[config.mk]
export PLATFORM = sky130hd
export DESIGN_NAME = xoshiro256ss_range_generator
export DESIGN_NICKNAME = d
export VERILOG_FILES = /design/src/hw/rtl/xrg_pkg.sv /design/src/hw/rtl/xrg_front.sv /design/src/hw/rtl/xrg_queue.sv /design/src/hw/rtl/xrg_back.sv /design/src/hw/rtl/xoshiro256ss_range_generator.sv
export VERILOG_INCLUDE_DIRS = /design/src /design/src/hw/rtl
export SDC_FILE = /design/constraint.sdc
export NUM_CORES = 2
export LEC_CHECK = 0
export BUFFER_PORTS_ARGS = -buffer_cell sky130_fd_sc_hd__clkbuf_2
export CAP_MARGIN = 20
export CORE_MARGIN = 5
export CORE_UTILIZATION = 40
export DETAILED_ROUTE_END_ITERATION = 16
export HOLD_SLACK_MARGIN = 0.08
export PLACE_DENSITY = 0.53
export SYNTH_ARGS = -nofsm -noshare
export SYNTH_HDL_FRONTEND = slang
export SYNTH_SLANG_ARGS = --single-unit
[constraint.sdc]
create_clock -name clk -period 16.9 [get_ports clk]
set_clock_uncertainty 0.15 [all_clocks]
set_input_delay 2.535 -clock clk [delete_from_list [all_inputs] [get_ports clk]]
set_output_delay 2.535 -clock clk [all_outputs]
set_load 0.005 [all_outputs]
[src/hw/rtl/xoshiro256ss_range_generator_macros.svh]
// Assertion macros shared by the range generator modules.
`ifndef XOSHIRO256SS_RANGE_GENERATOR_MACROS_SVH
`define XOSHIRO256SS_RANGE_GENERATOR_MACROS_SVH

// Antecedent and consequent in the same cycle.
`define XRG_ASSERT_NOW(lbl, ante, cons, msg) \
  lbl: assert property (@(posedge clk) disable iff (rst) (ante) |-> (cons)) else $error(msg);

// Consequent in the cycle after the antecedent.
`define XRG_ASSERT_NEXT(lbl, ante, cons, msg) \
  lbl: assert property (@(posedge clk) disable iff (rst) (ante) |=> (cons)) else $error(msg);

`endif

[src/hw/rtl/xrg_pkg.sv]
// Package with types, codes, constants and generator functions of the range generator.
package xrg_pkg;

  // Request codes.
  localparam logic [1:0] OP_SEED     = 2'd0;
  localparam logic [1:0] OP_FRACTION = 2'd1;
  localparam logic [1:0] OP_RANGE    = 2'd2;
  localparam logic [1:0] OP_RAW      = 2'd3;

  // Warm-up steps after a seed load, and the counter that covers them.
  localparam int WARMUP_STEPS = 16;
  localparam int WARM_W       = $clog2(WARMUP_STEPS + 1);

  // Depth of the command queue between front and back.
  localparam int QDEPTH = 2;
  localparam int QPTR_W = (QDEPTH > 1) ? $clog2(QDEPTH) : 1;
  localparam int QCNT_W = $clog2(QDEPTH + 1);

  // Fixed seed loaded at reset, and the fixed word 1 of a seed load.
  localparam logic [63:0] RESET_WORD0 = 64'h9e3779b97f4a7c15;
  localparam logic [63:0] RESET_WORD1 = 64'hbf58476d1ce4e5b9;
  localparam logic [63:0] RESET_WORD2 = 64'h94d049bb133111eb;
  localparam logic [63:0] RESET_WORD3 = 64'h2545f4914f6cdd1d;
  localparam logic [63:0] SEED_WORD1  = 64'h00000000000000ff;

  typedef struct packed {
    logic [1:0]         op;
    logic signed [63:0] first_operand;
    logic signed [63:0] second_operand;
  } req_word_t;

  typedef struct packed {
    logic signed [63:0] value;
    logic signed [63:0] echo_second;
    logic               status;
  } rsp_word_t;

  // Classified command handed from the front to the back.
  typedef struct packed {
    logic [1:0]  op;
    logic [63:0] first;
    logic [63:0] second;
    logic [63:0] span;
    logic [63:0] cover_mask;
    logic        empty;
  } cmd_t;

  typedef logic [3:0][63:0] gen_state_t;

  // One xoshiro256 state step.
  function automatic gen_state_t gen_step(gen_state_t s);
    logic [63:0] w2;
    logic [63:0] w3;
    gen_state_t  n;
    w2   = s[2] ^ s[0];
    w3   = s[3] ^ s[1];
    n[0] = s[0] ^ w3;
    n[1] = s[1] ^ w2;
    n[2] = w2 ^ {s[1][46:0], 17'b0};
    n[3] = {w3[18:0], w3[63:19]};
    return n;
  endfunction

  // First half of the star-star scrambler: times five.
  function automatic logic [63:0] mul5(logic [63:0] x);
    return {x[61:0], 2'b00} + x;
  endfunction

  // Second half: rotate left by seven, then times nine.
  function automatic logic [63:0] rot7_mul9(logic [63:0] x);
    logic [63:0] r;
    r = {x[56:0], x[63:57]};
    return {r[60:0], 3'b000} + r;
  endfunction

endpackage

[src/hw/rtl/xrg_front.sv]
// Front end: takes request words, classifies them and pushes commands.
module xrg_front
  import xrg_pkg::*;
(
  input  logic      clk,
  input  logic      rst,
  input  logic      req_valid,
  output logic      req_ready,
  input  req_word_t req,
  output logic      push,
  input  logic      full,
  output cmd_t      cmd
);

  logic        held;
  req_word_t   word;
  logic [63:0] span;
  logic [63:0] cover_mask;

  // All-ones cover of a span: smear the top set bit downward.
  function automatic logic [63:0] cover_of(logic [63:0] x);
    logic [63:0] c;
    c = x;
    c = c | (c >> 1);
    c = c | (c >> 2);
    c = c | (c >> 4);
    c = c | (c >> 8);
    c = c | (c >> 16);
    c = c | (c >> 32);
    return c;
  endfunction

  assign push      = held && !full;
  assign req_ready = !held || !full;

  // Input holding register.
  always_ff @(posedge clk) begin
    if (rst) begin
      held <= 1'b0;
    end else if (req_valid && req_ready) begin
      held <= 1'b1;
    end else if (push) begin
      held <= 1'b0;
    end
    if (req_valid && req_ready) begin
      word <= req;
    end
  end

  // Classification of the held word.
  always_comb begin
    span       = $unsigned(word.second_operand) - $unsigned(word.first_operand);
    cover_mask = cover_of(span);
    cmd.op     = word.op;
    cmd.first  = word.first_operand;
    cmd.second = word.second_operand;
    cmd.span   = span;
    cmd.cover_mask = cover_mask;
    cmd.empty  = (word.op == OP_RANGE) && (word.first_operand > word.second_operand);
  end

endmodule

[src/hw/rtl/xrg_queue.sv]
// Short command queue between the front and the back.
`include "xoshiro256ss_range_generator_macros.svh"
module xrg_queue
  import xrg_pkg::*;
(
  input  logic clk,
  input  logic rst,
  input  logic push,
  input  cmd_t push_cmd,
  output logic full,
  input  logic pop,
  output logic empty,
  output cmd_t head
);

  cmd_t              entry [QDEPTH];
  logic [QPTR_W-1:0] wr_ptr;
  logic [QPTR_W-1:0] rd_ptr;
  logic [QCNT_W-1:0] count;

  assign full  = (count == QCNT_W'(QDEPTH));
  assign empty = (count == '0);
  assign head  = entry[rd_ptr];

  // Pointer and fill count upkeep.
  always_ff @(posedge clk) begin
    if (rst) begin
      wr_ptr <= '0;
      rd_ptr <= '0;
      count  <= '0;
    end else begin
      if (push) begin
        wr_ptr <= (wr_ptr == QPTR_W'(QDEPTH - 1)) ? '0 : wr_ptr + 1'b1;
      end
      if (pop) begin
        rd_ptr <= (rd_ptr == QPTR_W'(QDEPTH - 1)) ? '0 : rd_ptr + 1'b1;
      end
      if (push && !pop) begin
        count <= count + 1'b1;
      end else if (pop && !push) begin
        count <= count - 1'b1;
      end
    end
    if (push) begin
      entry[wr_ptr] <= push_cmd;
    end
  end

  `XRG_ASSERT_NEXT(a_fill_up, push && !pop, count == $past(count) + 1'b1, "queue fill count missed a push")
  `XRG_ASSERT_NEXT(a_fill_down, pop && !push, count == $past(count) - 1'b1, "queue fill count missed a pop")

endmodule

[src/hw/rtl/xrg_back.sv]
// Back end: generator state, draw sequencer, range rejection and result register.
`include "xoshiro256ss_range_generator_macros.svh"
module xrg_back
  import xrg_pkg::*;
(
  input  logic      clk,
  input  logic      rst,
  input  logic      q_empty,
  input  cmd_t      head,
  output logic      pop,
  output logic      rsp_valid,
  input  logic      rsp_ready,
  output rsp_word_t rsp
);

  typedef enum logic [1:0] {
    ST_IDLE,
    ST_WARM,
    ST_SCRAMBLE,
    ST_CHECK
  } state_t;

  state_t            state;
  gen_state_t        gen;
  cmd_t              cur;
  logic [63:0]       prod;
  logic [63:0]       draw;
  logic [WARM_W-1:0] warm_cnt;
  logic [63:0]       masked;
  logic              reject;
  logic              out_free;
  logic              write;
  rsp_word_t         result;

  assign pop      = (state == ST_IDLE) && !q_empty;
  assign out_free = !rsp_valid || rsp_ready;
  assign masked   = draw & cur.cover_mask;
  assign reject   = (cur.op == OP_RANGE) && !cur.empty && (masked > cur.span);

  // Result word for a finished draw or seed.
  always_comb begin
    result.value       = '0;
    result.echo_second = '0;
    result.status      = 1'b0;
    unique case (cur.op)
      OP_SEED: begin
        result.value       = cur.first;
        result.echo_second = cur.second;
      end
      OP_FRACTION: begin
        result.value = {11'b0, draw[63:11]};
      end
      OP_RAW: begin
        result.value = draw;
      end
      OP_RANGE: begin
        if (cur.empty) begin
          result.status = 1'b1;
        end else begin
          result.value = cur.first + masked;
        end
      end
      default: begin
        result.value = '0;
      end
    endcase
  end

  // A result leaves when the sequencer is done and the output register is free.
  always_comb begin
    write = 1'b0;
    unique case (state)
      ST_WARM:  write = (warm_cnt == '0) && out_free;
      ST_CHECK: write = !reject && out_free;
      default:  write = 1'b0;
    endcase
  end

  // Sequencer, generator state and result register.
  always_ff @(posedge clk) begin
    if (rst) begin
      state     <= ST_IDLE;
      rsp_valid <= 1'b0;
      gen       <= {RESET_WORD3, RESET_WORD2, RESET_WORD1, RESET_WORD0};
    end else begin
      if (write) begin
        rsp_valid <= 1'b1;
        rsp       <= result;
      end else if (rsp_ready) begin
        rsp_valid <= 1'b0;
      end
      unique case (state)
        ST_IDLE: begin
          if (pop) begin
            cur <= head;
            if (head.op == OP_SEED) begin
              gen      <= {64'h0, head.second, SEED_WORD1, head.first};
              warm_cnt <= WARM_W'(WARMUP_STEPS);
              state    <= ST_WARM;
            end else begin
              gen   <= gen_step(gen);
              prod  <= mul5(gen[1]);
              state <= ST_SCRAMBLE;
            end
          end
        end
        ST_WARM: begin
          if (warm_cnt != '0) begin
            gen      <= gen_step(gen);
            warm_cnt <= warm_cnt - 1'b1;
          end else if (write) begin
            state <= ST_IDLE;
          end
        end
        ST_SCRAMBLE: begin
          draw  <= rot7_mul9(prod);
          state <= ST_CHECK;
        end
        ST_CHECK: begin
          if (reject) begin
            gen   <= gen_step(gen);
            prod  <= mul5(gen[1]);
            state <= ST_SCRAMBLE;
          end else if (write) begin
            state <= ST_IDLE;
          end
        end
        default: begin
          state <= ST_IDLE;
        end
      endcase
    end
  end

  `XRG_ASSERT_NEXT(a_scramble_to_check, state == ST_SCRAMBLE, state == ST_CHECK,
    "scramble did not lead to check")
  `XRG_ASSERT_NOW(a_check_entry, state == ST_CHECK,
    ($past(state) == ST_SCRAMBLE) || ($past(state) == ST_CHECK),
    "check entered from a wrong state")
  `XRG_ASSERT_NEXT(a_warm_count, (state == ST_WARM) && (warm_cnt != '0),
    warm_cnt == $past(warm_cnt) - 1'b1, "warm-up counter skipped a step")

endmodule

[src/hw/rtl/xoshiro256ss_range_generator.sv]
// Top level of the xoshiro256** range generator: front, queue and back.
//
//   channel  direction  handshake              payload
//   req      in         req_valid / req_ready  req_word_t  (op, first_operand, second_operand)
//   rsp      out        rsp_valid / rsp_ready  rsp_word_t  (value, echo_second, status)
//
// A fraction, raw or range word passes through the back-end states SCRAMBLE and CHECK after
// it leaves the queue, and every rejected range draw goes back to SCRAMBLE; the scrambler is
// split over two registered adds (prod, then draw) and the rejection test is made in CHECK.
// A seed word makes WARMUP_STEPS generator steps in WARM, one generator step per warm-up cycle.
// The front holds one word and the queue two commands, so requests keep arriving while
// the back end works or waits on a stalled response.
// Reset (rst, synchronous) empties the pipeline and loads the fixed seed.
module xoshiro256ss_range_generator
  import xrg_pkg::*;
(
  input  logic      clk,
  input  logic      rst,
  input  logic      req_valid,
  output logic      req_ready,
  input  req_word_t req,
  output logic      rsp_valid,
  input  logic      rsp_ready,
  output rsp_word_t rsp
);

  logic push;
  logic full;
  logic pop;
  logic q_empty;
  cmd_t push_cmd;
  cmd_t head;

  xrg_front u_front (
    .clk       (clk),
    .rst       (rst),
    .req_valid (req_valid),
    .req_ready (req_ready),
    .req       (req),
    .push      (push),
    .full      (full),
    .cmd       (push_cmd)
  );

  xrg_queue u_queue (
    .clk      (clk),
    .rst      (rst),
    .push     (push),
    .push_cmd (push_cmd),
    .full     (full),
    .pop      (pop),
    .empty    (q_empty),
    .head     (head)
  );

  xrg_back u_back (
    .clk       (clk),
    .rst       (rst),
    .q_empty   (q_empty),
    .head      (head),
    .pop       (pop),
    .rsp_valid (rsp_valid),
    .rsp_ready (rsp_ready),
    .rsp       (rsp)
  );

endmodule
==> summary.md <==
| Metric | Value |
|---|---|
| Vias in the first global route | `slightly below 50000` |
| Sw Pwr | `6.657 mW` |
| Inserted Clock Buffers | `160` |
| Met3 Wirelength | `17.10 mm` |
| GR Overflow Total | `0` |
| Commonest non-fill, non-tap cell in the layout | `edfxtp_1` |
| Sink Count | `approximately 1400` |
| Avg WL per Cell | `27.40 microns` |
| Die Y | `~440 microns` |
| Syn Inst Count | `6395` |
| Top_reg_cell synth | `edfxtp_1` |
| GPL Wtd Cong | `0.9142` |
| Root Driver | `clkbuf_16` |
| Port-buffer cells | `approximately 260` |
| Initial antenna violation count | `40` |
| Iter 0 DRT Violations | `about 5900` |
| #FFs+latches synth | `~1400` |
| Num rows | `156` |
| Final min period | `about 7000 ps` |
| Fillers | `between 15000 and 20000` |
| Mapped cell area | `~73000 sq um` |
| HP Class | `register to register` |
| Max Slew Vio Count | `0` |
| Register share of total power | `34.3%` |
| Power per Cell Area | `just under 200 nW/um^2` |
| Pleak | `about 30 nW` |
| Ys async rst share | `0%` |
| Synth area leader | `edfxtp_1` |
| Design Power | `roughly 16 mW` |
| Initial Utilization | `between 40% and 50%` |
| Fmax | `0.1422 GHz` |
| # nets final | `7112` |
| Worst Setup End Kind | `register` |
| Critical path peak fanout | `between 90 and 100` |
| Detail Placement HPWL | `188.0 mm` |
| Startpoint types | `register` |
| Non-Filler Instances | `9106` |
| Via count | `51777` |
| Commonest non-fill, non-tap cells in the layout | `1166 x edfxtp_1, 515 x nor2_1, 492 x a21oi_1` |
| Final Hold Viols | `0` |
| Mapped Avg Cell Area | `around 11 sq um` |
| Number of synthesized flops with an enable pin | `1166` |
| Drt pass-1 iters | `10` |
| CP Class | `register to register` |
| Worst EP required | `around 17000 ps` |
| Synth top area share | `between 40% and 50%` |
| Maximum clock insertion buffer count | `3` |
| All-Layer GR Usage | `~25%` |
| Max layer used | `met4` |
| First-pass GRT wire length | `approximately 350 mm` |
| Ranking of synthesized cells by area | `edfxtp_1 48%, dfxtp_1 7.3%, ha_1 6.5%, mux2_2 4.0%, a21oi_1 3.4%` |
| Post-Syn Nets | `6907` |
| Clock-pin slew on the worst setup and hold paths | `60 ps` |
| DIE AREA | `189900 sq um` |
| Largest net degree at the start of global routing | `~200` |
| Clock power share | `21.7%` |
| Finish-stage setup viols | `0` |
| Clk_lat worst skew | `roughly 830 ps` |
| Met1 wire length | `116.8 mm` |
| Setup Fix Bufs, Post-CTS | `0` |
| Boundary Pins | `265` |
| Dpl cells | `slightly below 9000` |
| Post-CTS Hold Fix Bufs | `0` |
| H-tree depth | `4` |
| Final hold slack | `~320 ps` |
| Ys Warns | `0` |
| Final antenna-violating net count | `0` |
| Register area | `around 40000 sq um` |
| CTS tree | `done` |
| Int Pwr | `between 9 and 10 mW` |
| Footprint of the multi-input gates | `roughly 30000 sq um` |
| Sw Ratio | `41.71%` |
| Max-cap violation count | `0` |
| Slew Limit Headroom | `17.64%` |
| Post-Route Setup TNS | `0 ps` |
| Layout cells sized above 1 | `a little over an eighth` |
| Core Region | `around 180000 sq um` |
| Slew @ Worst Pin | `1227 ps` |
| Cell variety after synth | `110` |
| CP Data Arrival Time | `around 7600 ps` |
| Residual DRC | `0` |
| Tcrit/Tclk final | `roughly two fifths` |
| Unrepaired setup endpoints after global routing | `false` |
| Metal2 WL | `approximately 110 mm` |
| Area added between synthesis and finish | `12.44%` |
| PostCTS Resize Cnt | `0` |
| Fin util | `about 45%` |
| DRT Wirelength | `about 250 mm` |
| VDD IR max | `roughly 0.15 mV` |
| Logic pwr share | `between 40% and 50%` |
| Seq/Total Area, Yosys | `55.59%` |
| Die outline width | `435.8 microns` |
| DR vias/cell | `roughly 5.7` |
| Status | `completed` |
==> cell families after synthesis <==
group	synth area share [%]
XOR/XNOR	4.818
buffers and inverters	3.117
adder cells (fa/ha/maj)	6.576
AND/OR/NAND/NOR	11.82
AO/OA/AOI/OAI	13.96
flip-flops	55.59
multiplexers	4.120
==> through the flow <==
step / setup slack (ps) / instance area (sq um)
3_5_place_dp: 9840 / 76340
2_1_floorplan: 2018 / 72530
3_3_place_gp: 9209 / 76290
5_1_grt: 9534 / 81540
6_report: 9866 / 81550
4_1_cts: 9815 / 81520
==> cells in the mapped netlist, drive strengths merged (10+ instances only) <==
cell type and n:
a22oi 21, o22ai 32, a222oi 36, inv 303
ha 374, nand3 105, mux2 258, a211oi 18
o211ai 18, a211o 39, nand4b 10, nor2 524
a221o 38, nor4 11, a31oi 43, a2bb2oi 15
o31ai 12, dfxtp 265, clkbuf 233, xnor2 232
nand2 438, nor3 119, nor2b 75, a21oi 496
o21a 60, xor2 167, edfxtp 1166, nand2b 123
o21ai 343, nand3b 34, or3 25, or2 16
nor3b 11, and3 25, nand4 71, and2 152
a221oi 16, a21o 218, o21bai 81, buf 47
==> flip-flops by register name, summed over array words and instances, names as in the netlist, 2 cells and up, named ones only <==
register,flops
u_queue.entry,516
u_back.cur,258
u_back.gen,256
u_front.cmd,130
u_back.rsp,129
u_back.draw,64
u_back.prod,64
u_back.warm_cnt,5
u_back.state,2
u_queue.count,2
==> routing by layer <==
| layer | track usage (%) | vias to the layer above |
|---|---|---|
| met4 | 6.407 | 0 |
| met5 | 0 | - |
| met1 | 37.95 | 25920 |
| met2 | 38.87 | 1774 |
| li1 | - | 23805 |
| met3 | 3.944 | 278 |
==> final timing paths <==
check / start / to / slack (ps) / cells past startpoint
worst min register to register: u_back.gen[205] / u_back.gen[205] / 320 / 2
worst max register to register: u_back.draw[56] / u_back.gen[194] / 9870 / 17
worst max-delay path: u_back.draw[56] / u_back.gen[194] / 9870 / 17
worst min-delay path: u_back.gen[205] / u_back.gen[205] / 320 / 2
==> worst max-delay path, cell delays in order, from the launching register on <==
cell and delay [ps]:
edfxtp_1 430, and2_1 220, ha_1 280, nand4_1 110
nor2_1 100, nand4_1 310, nor3_1 610, nand3_1 260
nor4_1 540, a21oi_1 190, o211ai_1 230, buf_6 210
o21a_4 350, buf_4 680, buf_4 800, buf_4 910
nor2_1 130, a211o_1 300
==> area by class of cell <==
class	count	share of cell area, %
sequential	1431	49.45
inverter	304	1.399
tap	2370	3.636
antenna	5	0.01534
clock buffer	218	5.364
multi-input combinational	4380	36.90
timing repair buffer	323	2.248
clock inverter	75	0.9866
==> power by group through the flow <==
stage	Sequential, mW	Combinational, mW	Clock [mW]
floorplan	5.33	4.83	0
global placement	5.52	6.91	0
detailed placement	5.54	6.93	0
CTS	5.47	6.97	3.53
global route	5.53	7.66	3.68
finish	5.48	7.02	3.46
No activity file was read; power rests on OpenSTA's default activity.
